<file path="src/design/i2cbb_pkg.sv">
`timescale 1ns / 1ps

package i2cbb_pkg;

  localparam int unsigned DLY_W = 16;
  localparam logic [31:0] DLY_MAX = 32'((64'd1 << DLY_W) - 64'd1);

  localparam int unsigned CFG_IDX_W  = 1;
  localparam int unsigned CFG_DATA_W = 16;

  typedef enum logic [CFG_IDX_W-1:0] {
    REG_HALF_PERIOD = 1'd0,
    REG_ACK_TIMEOUT = 1'd1
  } cfg_reg_e;

  localparam logic [15:0] HALF_PERIOD_RST = 16'd2;
  localparam logic [7:0]  ACK_TIMEOUT_RST = 8'd250;

  typedef enum logic [2:0] {
    CMD_NONE  = 3'd0,
    CMD_START = 3'd1,
    CMD_STOP  = 3'd2,
    CMD_WRITE = 3'd3,
    CMD_WACK  = 3'd4,
    CMD_READ  = 3'd5
  } cmd_e;

  typedef struct packed {
    logic [2:0] command;
    logic [7:0] tx_byte;
    logic       send_ack;
    logic       sda_in;
  } in_item_t;

  typedef struct packed {
    logic       scl_out;
    logic       sda_out;
    logic       sda_drive;
    logic       busy_res;
    logic       done_res;
    logic [7:0] rx_byte;
    logic       ack_failed;
  } out_item_t;

endpackage

</file>
<file path="src/design/i2c_bit_bang_master_top.sv">
`timescale 1ns / 1ps
// channel  direction  handshake              payload
// in       input      in_valid_i/in_stall_o  in_data_i  (in_item_t, one tick)
// out      output     out_valid_o/out_stall_i out_data_o (out_item_t, line levels)
// cfg      input      cfg_we_i               cfg_idx_i, cfg_data_i
// one tick per clock cycle while in_stall_o is low; the result appears in the output register in the cycle after
// the tick transaction, set by the single next-state logic between state and result
// in_stall_o rises only while a result is held and out_stall_i is high
// asynchronous reset clears all sequencer state and loads half_period 2, ack_timeout 250
// line timing is counted in ticks, so stalls only stretch wall-clock time

module i2c_bit_bang_master_top
  import i2cbb_pkg::*;
(
  input  logic                  clk_i,
  input  logic                  rst_ni,
  input  logic                  in_valid_i,
  output logic                  in_stall_o,
  input  in_item_t              in_data_i,
  output logic                  out_valid_o,
  input  logic                  out_stall_i,
  output out_item_t             out_data_o,
  input  logic                  cfg_we_i,
  input  logic [CFG_IDX_W-1:0]  cfg_idx_i,
  input  logic [CFG_DATA_W-1:0] cfg_data_i
);

  typedef enum logic [14:0] {
    PH_IDLE = 15'b000000000000001,
    PH_ST1  = 15'b000000000000010,
    PH_ST2  = 15'b000000000000100,
    PH_ST3  = 15'b000000000001000,
    PH_SP1  = 15'b000000000010000,
    PH_SP2  = 15'b000000000100000,
    PH_WA1  = 15'b000000001000000,
    PH_WA2  = 15'b000000010000000,
    PH_WAP  = 15'b000000100000000,
    PH_WRH  = 15'b000001000000000,
    PH_WRL  = 15'b000010000000000,
    PH_RDL  = 15'b000100000000000,
    PH_RDH  = 15'b001000000000000,
    PH_AK1  = 15'b010000000000000,
    PH_AK2  = 15'b100000000000000
  } phase_e;

  logic [15:0]      half_period_q;
  logic [7:0]       ack_timeout_q;

  phase_e           phase_q, phase_d;
  logic [3:0]       bit_cnt_q, bit_cnt_d;
  logic [7:0]       shift_q, shift_d;
  logic [DLY_W-1:0] dly_q, dly_d;
  logic [8:0]       wait_q, wait_d;
  logic             scl_q, scl_d;
  logic             sda_q, sda_d;
  logic             drive_q, drive_d;
  logic             fail_q, fail_d;
  logic [7:0]       rx_q, rx_d;
  logic             ack_sel_q, ack_sel_d;
  logic             done;

  logic             out_valid_q;
  out_item_t        out_q;

  logic             in_fire;
  logic [31:0]      hp_sat;
  logic [DLY_W-1:0] dly_arm;
  logic [8:0]       wait_inc;

  assign in_stall_o  = out_valid_q && out_stall_i;
  assign in_fire     = in_valid_i && !in_stall_o;
  assign out_valid_o = out_valid_q;
  assign out_data_o  = out_q;

  // hold length in ticks, saturated to the counter, zero acts as one
  always_comb begin
    hp_sat = 32'(half_period_q);
    if (hp_sat > DLY_MAX) begin
      hp_sat = DLY_MAX;
    end
    if (hp_sat == 32'd0) begin
      hp_sat = 32'd1;
    end
    dly_arm = DLY_W'(hp_sat - 32'd1);
  end

  assign wait_inc = wait_q + 9'd1;

  always_comb begin
    phase_d   = phase_q;
    bit_cnt_d = bit_cnt_q;
    shift_d   = shift_q;
    dly_d     = dly_q;
    wait_d    = wait_q;
    scl_d     = scl_q;
    sda_d     = sda_q;
    drive_d   = drive_q;
    fail_d    = fail_q;
    rx_d      = rx_q;
    ack_sel_d = ack_sel_q;
    done      = 1'b0;
    if (in_fire) begin
      if (phase_q == PH_IDLE) begin
        unique case (in_data_i.command)
          CMD_START: begin
            drive_d = 1'b1;
            sda_d   = 1'b1;
            scl_d   = 1'b1;
            phase_d = PH_ST1;
            dly_d   = dly_arm;
          end
          CMD_STOP: begin
            drive_d = 1'b1;
            scl_d   = 1'b0;
            sda_d   = 1'b0;
            phase_d = PH_SP1;
            dly_d   = dly_arm;
          end
          CMD_WRITE: begin
            drive_d   = 1'b1;
            bit_cnt_d = 4'd0;
            sda_d     = in_data_i.tx_byte[7];
            shift_d   = {in_data_i.tx_byte[6:0], 1'b0};
            scl_d     = 1'b1;
            phase_d   = PH_WRH;
            dly_d     = dly_arm;
          end
          CMD_WACK: begin
            drive_d = 1'b0;
            sda_d   = 1'b1;
            wait_d  = 9'd0;
            fail_d  = 1'b0;
            phase_d = PH_WA1;
            dly_d   = dly_arm;
          end
          CMD_READ: begin
            drive_d   = 1'b0;
            scl_d     = 1'b0;
            shift_d   = 8'd0;
            bit_cnt_d = 4'd0;
            ack_sel_d = in_data_i.send_ack;
            phase_d   = PH_RDL;
            dly_d     = dly_arm;
          end
          default: begin
          end
        endcase
      end else if (dly_q != '0) begin
        dly_d = dly_q - DLY_W'(1);
      end else begin
        unique case (phase_q)
          PH_ST1: begin
            sda_d   = 1'b0;
            phase_d = PH_ST2;
            dly_d   = dly_arm;
          end
          PH_ST2: begin
            scl_d   = 1'b0;
            phase_d = PH_ST3;
            dly_d   = dly_arm;
          end
          PH_SP1: begin
            scl_d   = 1'b1;
            sda_d   = 1'b1;
            phase_d = PH_SP2;
            dly_d   = dly_arm;
          end
          PH_WA1: begin
            scl_d   = 1'b1;
            phase_d = PH_WA2;
            dly_d   = dly_arm;
          end
          PH_WA2, PH_WAP: begin
            if (!in_data_i.sda_in) begin
              scl_d   = 1'b0;
              phase_d = PH_IDLE;
              done    = 1'b1;
            end else begin
              wait_d = wait_inc;
              if (wait_inc > {1'b0, ack_timeout_q}) begin
                fail_d  = 1'b1;
                drive_d = 1'b1;
                scl_d   = 1'b0;
                sda_d   = 1'b0;
                phase_d = PH_SP1;
                dly_d   = dly_arm;
              end else begin
                phase_d = PH_WAP;
              end
            end
          end
          PH_WRH: begin
            scl_d   = 1'b0;
            phase_d = PH_WRL;
            dly_d   = dly_arm;
          end
          PH_WRL: begin
            bit_cnt_d = bit_cnt_q + 4'd1;
            if (bit_cnt_d >= 4'd8) begin
              phase_d = PH_IDLE;
              done    = 1'b1;
            end else begin
              sda_d   = shift_q[7];
              shift_d = {shift_q[6:0], 1'b0};
              scl_d   = 1'b1;
              phase_d = PH_WRH;
              dly_d   = dly_arm;
            end
          end
          PH_RDL: begin
            scl_d     = 1'b1;
            shift_d   = {shift_q[6:0], in_data_i.sda_in};
            bit_cnt_d = bit_cnt_q + 4'd1;
            phase_d   = PH_RDH;
            dly_d     = dly_arm;
          end
          PH_RDH: begin
            scl_d = 1'b0;
            dly_d = dly_arm;
            if (bit_cnt_q >= 4'd8) begin
              drive_d = 1'b1;
              sda_d   = !ack_sel_q;
              phase_d = PH_AK1;
            end else begin
              phase_d = PH_RDL;
            end
          end
          PH_AK1: begin
            scl_d   = 1'b1;
            phase_d = PH_AK2;
            dly_d   = dly_arm;
          end
          PH_AK2: begin
            scl_d   = 1'b0;
            rx_d    = shift_q;
            phase_d = PH_IDLE;
            done    = 1'b1;
          end
          default: begin
            phase_d = PH_IDLE;
            done    = 1'b1;
          end
        endcase
      end
    end
  end

  always_ff @(posedge clk_i or negedge rst_ni) begin
    if (!rst_ni) begin
      half_period_q <= HALF_PERIOD_RST;
      ack_timeout_q <= ACK_TIMEOUT_RST;
    end else if (cfg_we_i) begin
      unique case (cfg_idx_i)
        REG_HALF_PERIOD: half_period_q <= cfg_data_i[15:0];
        REG_ACK_TIMEOUT: ack_timeout_q <= cfg_data_i[7:0];
        default: begin
        end
      endcase
    end
  end

  always_ff @(posedge clk_i or negedge rst_ni) begin
    if (!rst_ni) begin
      phase_q   <= PH_IDLE;
      bit_cnt_q <= '0;
      shift_q   <= '0;
      dly_q     <= '0;
      wait_q    <= '0;
      scl_q     <= 1'b1;
      sda_q     <= 1'b1;
      drive_q   <= 1'b1;
      fail_q    <= 1'b0;
      rx_q      <= '0;
      ack_sel_q <= 1'b0;
    end else begin
      phase_q   <= phase_d;
      bit_cnt_q <= bit_cnt_d;
      shift_q   <= shift_d;
      dly_q     <= dly_d;
      wait_q    <= wait_d;
      scl_q     <= scl_d;
      sda_q     <= sda_d;
      drive_q   <= drive_d;
      fail_q    <= fail_d;
      rx_q      <= rx_d;
      ack_sel_q <= ack_sel_d;
    end
  end

  always_ff @(posedge clk_i or negedge rst_ni) begin
    if (!rst_ni) begin
      out_valid_q <= 1'b0;
    end else if (in_fire) begin
      out_valid_q <= 1'b1;
    end else if (!out_stall_i) begin
      out_valid_q <= 1'b0;
    end
  end

  always_ff @(posedge clk_i) begin
    if (in_fire) begin
      out_q.scl_out    <= scl_d;
      out_q.sda_out    <= sda_d;
      out_q.sda_drive  <= drive_d;
      out_q.busy_res   <= (phase_d != PH_IDLE);
      out_q.done_res   <= done;
      out_q.rx_byte    <= rx_d;
      out_q.ack_failed <= fail_d;
    end
  end

endmodule

</file>
<file path="config.mk">
export PLATFORM = sky130hd
export DESIGN_NAME = i2c_bit_bang_master_top
export DESIGN_NICKNAME = d
export VERILOG_FILES = /design/src/design/i2cbb_pkg.sv /design/src/design/i2c_bit_bang_master_top.sv
export SDC_FILE = /design/constraint.sdc
export NUM_CORES = 1
export LEC_CHECK = 0
export ABC_CLOCK_PERIOD_IN_PS = 3300
export CORE_MARGIN = 2
export CORE_UTILIZATION = 50
export CTS_CLUSTER_SIZE = 25
export DETAILED_ROUTE_END_ITERATION = 10
export DONT_BUFFER_PORTS = 1
export MAX_ROUTING_LAYER = met4
export PLACE_DENSITY_LB_ADDON = 0.2
export SETUP_SLACK_MARGIN = 0.2
export SYNTH_ARGS = -nofsm -noshare
export SYNTH_HDL_FRONTEND = slang
export SYNTH_SLANG_ARGS = --single-unit
</file>
<file path="constraint.sdc">
create_clock -name clk_i -period 3.3 [get_ports clk_i]
set_clock_uncertainty 0.1 [all_clocks]
set_input_delay 0.495 -clock clk_i [delete_from_list [all_inputs] [get_ports clk_i]]
set_output_delay 0.495 -clock clk_i [all_outputs]
set_load 0.01 [all_outputs]
</file>
==> Word level (Yosys, flattened, before mapping) <==
Index checks and enable logic that the tools add are counted.
{ "classes": {"bitwise": 1, "n_eq_ne": 29, "muxes": 72, "order_cmp": 3, "addsub": 4, "reduce_logical": 31} }
{ "ops": {"columns": ["cell", "count"], "rows": [
  ["$pmux 15 s10", 1],
  ["$mux 16", 7],
  ["$pmux 15 s5", 1],
  ["$mux 9", 7],
  ["$mux 8", 7],
  ["$pmux 16 s3", 1],
  ["$mux 15", 3],
  ["$pmux 8 s2", 2],
  ["$sub 16x1->16 const B", 2],
  ["$mux 1", 30],
  ["$logic_not 16->1", 1],
  ["$mux 4", 4],
  ["$reduce_bool 16->1", 1],
  ["$reduce_or 2->1", 8],
  ["$eq 15x1->1 const B", 1],
  ["$eq 15x10->1 const B", 1],
  ["$eq 15x11->1 const B", 1],
  ["$eq 15x12->1 const B", 1],
  ["$eq 15x13->1 const B", 1],
  ["$eq 15x14->1 const B", 1],
  ["$eq 15x15->1 const B", 1],
  ["$eq 15x2->1 const B", 1],
  ["$eq 15x3->1 const B", 1],
  ["$eq 15x5->1 const B", 1],
  ["37 further kinds", 55]
]} }
{ "word_totals": {"output_inout_bits": 16, "regBits": 104, "in_bits": 35} }

==> Depth between registers and ports, before layout <==
{ "logic_depth": {"ltp_word": 9, "mapped_depth": 13, "depth_no_buf": 13} }

==> Worst setup path after synthesis <==
OpenSTA, ideal clock, no wires.
{ "synth_path": {"path_type": "reg2reg", "start": "reg half_period_q[2]", "end": "reg dly_q[8]", "t_required_ps": 3070, "period_less_slack_ps": 2861, "path_slack_ps": 439, "stages_incl_launch_ff": 13, "n_path_buf": 1, "arrival_time_ps": 2631, "setup_ps": 130, "path_cell_list": "dfrtp_1 nor4_1 nor4b_1 nand3b_1 o21bai_1 inv_1 ha_1 clkbuf_1 nand2_1 xor2_1 nand2_1 o21ai_0 o21ai_0"} }
{ "synth_via": {"elab_chain_len": 8} }
{ "synth_rtl": {"columns": ["item", "line_no", "text"], "rows": [
  ["start, declared", "i2c_bit_bang_master_top.sv:46", "logic [15:0] half_period_q;"],
  ["start signal, assigned", "i2c_bit_bang_master_top.sv:254", "REG_HALF_PERIOD: half_period_q <= cfg_data_i[15:0];"],
  ["$logic_not 16->1", "i2c_bit_bang_master_top.sv:81", "if (hp_sat == 32'd0) begin"],
  ["$mux 16 (*)", "i2c_bit_bang_master_top.sv:81", null],
  ["$sub 16x1->16 (*)", "i2c_bit_bang_master_top.sv:84", "dly_arm = DLY_W'(hp_sat - 32'd1);"],
  ["$mux 16", "i2c_bit_bang_master_top.sv:180", "if (wait_inc > {1'b0, ack_timeout_q}) begin"],
  ["$mux 16", "i2c_bit_bang_master_top.sv:174", "if (!in_data_i.sda_in) begin"],
  ["$pmux 16 s3", "i2c_bit_bang_master_top.sv:151", "unique case (phase_q)"],
  ["$mux 16", "i2c_bit_bang_master_top.sv:148", "end else if (dly_q != '0) begin"],
  ["$mux 16 (*)", "i2c_bit_bang_master_top.sv:103", "if (phase_q == PH_IDLE) begin"],
  ["end signal, assigned", "i2c_bit_bang_master_top.sv:279", "dly_q <= dly_d;"],
  ["end, declared", "i2c_bit_bang_master_top.sv:52", "logic [DLY_W-1:0] dly_q, dly_d;"]
]} }
Mark *: on every way between the ends. The rest lies on a longest branch, timed or not. The select of a mux whose other input is x is not followed.
A chain may end at the register's enable or synchronous reset.

==> Worst setup path in the final report <==
{ "layout_path": {"start": "reg wait_q[2]", "end": "reg out_q, in the netlist out_data_o[12], data pin"} }
{ "layout_via": {"elab_chain_len": 8} }
{ "layout_rtl": {"columns": ["item", "line_no", "text"], "rows": [
  ["start, declared", "i2c_bit_bang_master_top.sv:53", "logic [8:0] wait_q, wait_d;"],
  ["start signal, assigned", "i2c_bit_bang_master_top.sv:280", "wait_q <= wait_d;"],
  ["$add 9x1->9", "i2c_bit_bang_master_top.sv:87", "assign wait_inc = wait_q + 9'd1;"],
  ["$gt 9x8->1", "i2c_bit_bang_master_top.sv:180", null],
  ["$mux 1", "i2c_bit_bang_master_top.sv:180", null],
  ["$mux 1", "i2c_bit_bang_master_top.sv:174", null],
  ["$pmux 1 s5", "i2c_bit_bang_master_top.sv:151", null],
  ["$mux 1", "i2c_bit_bang_master_top.sv:148", null],
  ["$mux 1", "i2c_bit_bang_master_top.sv:103", null],
  ["$mux 1", "i2c_bit_bang_master_top.sv:102", "if (in_fire) begin"],
  ["named net sda_d", "i2c_bit_bang_master_top.sv:55", "logic sda_q, sda_d;"],
  ["end, declared", "i2c_bit_bang_master_top.sv:63", "out_item_t out_q;"]
]} }
The timed path passes the listed nets, and every way through them passes these cells.

==> results.txt <==
The run gives 350 ps as the source-to-sink clock delay at the later pin of the worst-skew pair. The tools report the pin count of the biggest net entering global routing as 91. The worst setup path is launched from a register. The share of the Yosys chip area taken by registers is 44.8%. The tools report the detailed-route via count as 4,888.

The final setup violation count is 0. The tools report the startpoint of the lowest-slack register-to-register path as wait_q[2]$_DFFE_PN0P_. The global router's overall resource usage is 24.8%. The floorplan has 39 rows.

The routed design has 14,900 um of wire. The die extent in y came out at 113 um. The run gives 3 as the number of H-tree levels. Setup repair after global routing could not meet its margin everywhere.

The area growth from synthesis to layout is 9.65%. The final standard cell area without fillers was 0.00657 sq mm; the instance count of the mapped netlist was 651. The number of distinct library cell variants in the gate-level netlist after synthesis is 65. The first global-routing pass estimated 24,400 um of wire.

For this block, the initial DRC count from the detailed router was 425. The placed standard-cell area came out at 0.00616 sq mm. The tools report the cell at the root of the clock tree as sky130_fd_sc_hd__clkbuf_16. The power density over the cells is 581 mW/mm^2.

The tool flagged a number of max-cap violations equal to 0. The final critical path time including I/O delays and setup was 2990 ps; the number of buffers between clock root and the deepest sink was 2. The tools report the launch point of the worst hold path as in_valid_i. The final hold violation count is 0, and the initial cell density of the core is 51.8%. The quantity of I/O buffers inserted on ports is 0.

The synthesized design contains 14 enable-type register cells. Type of the most critical hold path: input pin to register. The HPWL after detailed placement is 10,700 um. The initial antenna violation count came out at 0. In this run the worst setup path begins at wait_q[2]$_DFFE_PN0P_.

Once detail routing completed, the nets flagged for antenna violations numbered 0. The top-level I/O count was 51; the summed negative setup slack over all endpoints was 0 ps. Once routing completed, OpenROAD measured the worst setup slack at 311 ps.

The average wire per cell in the routed design is 18.6 um, and the headroom to the max-slew limit is 57.3%. The region available for standard cell placement spans 0.0116 sq mm. For the highest clock frequency the design can meet, the log shows 335 MHz.

TritonCTS built the clock tree. The final layout contains 701 nets. The critical path in this run is classified as register to register. The routability-driven placement congestion ratio came out at 0.907. Internal power comes to 2.59 mW.

The floorplan step set the die width to 113 um. The tools report the required time reported for the critical path endpoint as 3300 ps. The post-synthesis average cell area came out at 9.20 sq um. Cells with a size suffix above 1 make up 15.8% of the layout. The highest net fanout along the worst path was 7.

The worst path arrival time is 2990 ps, and the largest vdd supply drop is 0.425 mV. The cell area that synthesis handed to floorplanning was 0.00599 sq mm. At the pin with the least slew margin, the transition time is 635 ps. The switching power as a share of total power is 32.2%, and the final antenna diode count is 0. Counting every sink on the clock net gives 104.

The run gives 0.0129 sq mm as the area of the die. In this run the static leakage power is 2.76 nW. Timing analysis after detailed placement gives a worst setup slack of 254 ps. After clock tree synthesis, the clock-pin slew on the worst setup and hold paths is 70 ps. Counting every net in the synthesized netlist gives 700. The via density per instance is 6.11, and the via count of the first global-routing pass is 4,697.

The Yosys step of the flow raised 0 warnings. The run finished with clean final reports. Sequential cells burn 45.2% of the power. In the synthesized netlist the dominant register cell turns out to be sky130_fd_sc_hd__dfrtp_1. The fraction of the cycle the final worst path needs is 90.6%.

Total CTS buffers: 9. The final-report max-slew violation count was 0; the register-to-register path setup slack was 310 ps. The share of synthesized registers carrying an async set or reset is 86.5%, and the remaining global-route overflow is 0. For this run, design rule violations remaining after detail routing come to 0. For this run, the detailed router's first-pass iteration total came to 5. For this design the total switching power over the nets is 1.23 mW.

The worst setup path is captured at a register. Combinational logic burns 24.7% of the power. In this run, the clock network consumes 30.1% of the power.

The number of synthesized register bits was 104.
==> kinds of logic after synthesis <==
| family | after synthesis | synth area share, % |
|---|---|---|
| simple gates | 265 | 23.0 |
| compound gates | 156 | 15.1 |
| xor+xnor | 27 | 3.95 |
| mux | 35 | 6.62 |
| fa+ha+maj | 14 | 2.92 |
| flops | 104 | 44.8 |
| buf+inv | 50 | 3.61 |
==> final timing paths <==
check | cells after the start | endpoint
setup / recovery | 12 | out_data_o[12]$_DFFE_PP_
hold reg to reg | 1 | rx_q[1]$_DFF_PN0_
setup reg to reg | 12 | out_data_o[12]$_DFFE_PP_
hold / removal | 1 | out_valid_o$_DFFE_PN0P_
max in group asynchronous | 2 | drive_q$_DFF_PN1_
min in group asynchronous | 2 | phase_q[12]$_DFF_PN0_
==> synthesized netlist by cell type, drive strengths merged (8+ instances only) <==
library cell / count / area share [%]
nor2: 49 / 3.2
dfstp: 11 / 4.8
xnor2: 17 / 2.5
nand2: 84 / 5.3
inv: 20 / 1.3
buf: 8 / 0.96
nand2b: 8 / 0.84
nor4: 15 / 1.7
nand4: 18 / 1.9
clkbuf: 21 / 1.3
xor2: 10 / 1.5
edfxtp: 14 / 7.0
mux2: 34 / 6.5
o21ai: 82 / 6.9
dfrtp: 79 / 33
and3: 11 / 1.1
ha: 14 / 2.9
nand3: 20 / 1.7
a21oi: 34 / 2.8
nor3: 18 / 1.8
==> flip-flops by register name, indices dropped and copies added, names as in the netlist, 8 cells and up <==
register and count:
out_data_o 14, half_period_q 16, dly_q 16, phase_q 15, ack_timeout_q 8, rx_q 8, wait_q 9, shift_q 8
==> layout make-up <==
type | instances | area [sq um]
clock buffers | 13 | 250
flip-flops and latches | 104 | 2690
well taps | 143 | 179
fillers | 1031 | 5000
repair buffers | 19 | 165
inverters | 21 | 78.8
multi-input cells | 497 | 3140
clock inverters | 3 | 68.8
==> power groups by stage <==
stage	registers [mW]	logic, mW	clock network, mW
2_1_floorplan	1.66	0.718	0
3_3_place_gp	1.74	0.895	0
3_5_place_dp	1.74	0.901	0
4_1_cts	1.72	0.935	1.17
5_1_grt	1.76	1.06	1.23
6_report	1.73	0.942	1.15
==> cell usage in the layout (no fill, tap or decap), drive strengths merged, types with 11 or more instances in the layout <==
cell,Yosys,routed
nand2,84,84
o21ai,82,82
dfrtp,79,79
nor2,49,49
a21oi,34,34
mux2,34,34
inv,20,20
nand3,20,20
nand4,18,18
buf,8,18
nor3,18,18
xnor2,17,17
nor4,15,15
edfxtp,14,14
ha,14,14
clkbuf,21,13
and3,11,11
dfstp,11,11
==> metal layers <==
metal	GRT usage, %	vias to the layer above	wire, um
li1	-	2355	-
met1	31.9	2354	6590
met2	39.5	164	7280
met3	6.27	15	816
met4	6.26	0	216
met5	-	-	0
==> critical path: stages, from the launching register on <==
cell and delay [ps]:
sky130_fd_sc_hd__dfrtp_1 440, sky130_fd_sc_hd__and3_1 200, sky130_fd_sc_hd__nand3_1 160, sky130_fd_sc_hd__nor2_1 160, sky130_fd_sc_hd__xor2_1 220, sky130_fd_sc_hd__ha_1 280, sky130_fd_sc_hd__nand4_1 120, sky130_fd_sc_hd__o22ai_1 100
sky130_fd_sc_hd__a31oi_2 210, sky130_fd_sc_hd__nand2b_4 210, sky130_fd_sc_hd__nor2_1 50, sky130_fd_sc_hd__o31a_1 280, sky130_fd_sc_hd__o21a_1 200
==> repair_timing <==
action	4_1_cts	5_1_grt
setup buffers	0	0
hold buffers	2	0
endpoints found under the setup margin	0	32
resized for setup	0	15
endpoints found under the hold margin	90	0
==> metrics by stage <==
stage | cells | util, % | hold slack, ps | total power [mW]
after floorplan | 651 | - | 99.4 | 2.38
after CTS | 800 | 56.3 | 133 | 3.82
final | 800 | 56.8 | 149 | 3.82
after global routing | 800 | 56.8 | 142 | 4.05
after global placement | 782 | 53.3 | 102 | 2.63
after detailed placement | 782 | 53.3 | 102 | 2.64
No activity file was read; power rests on OpenSTA's default activity.
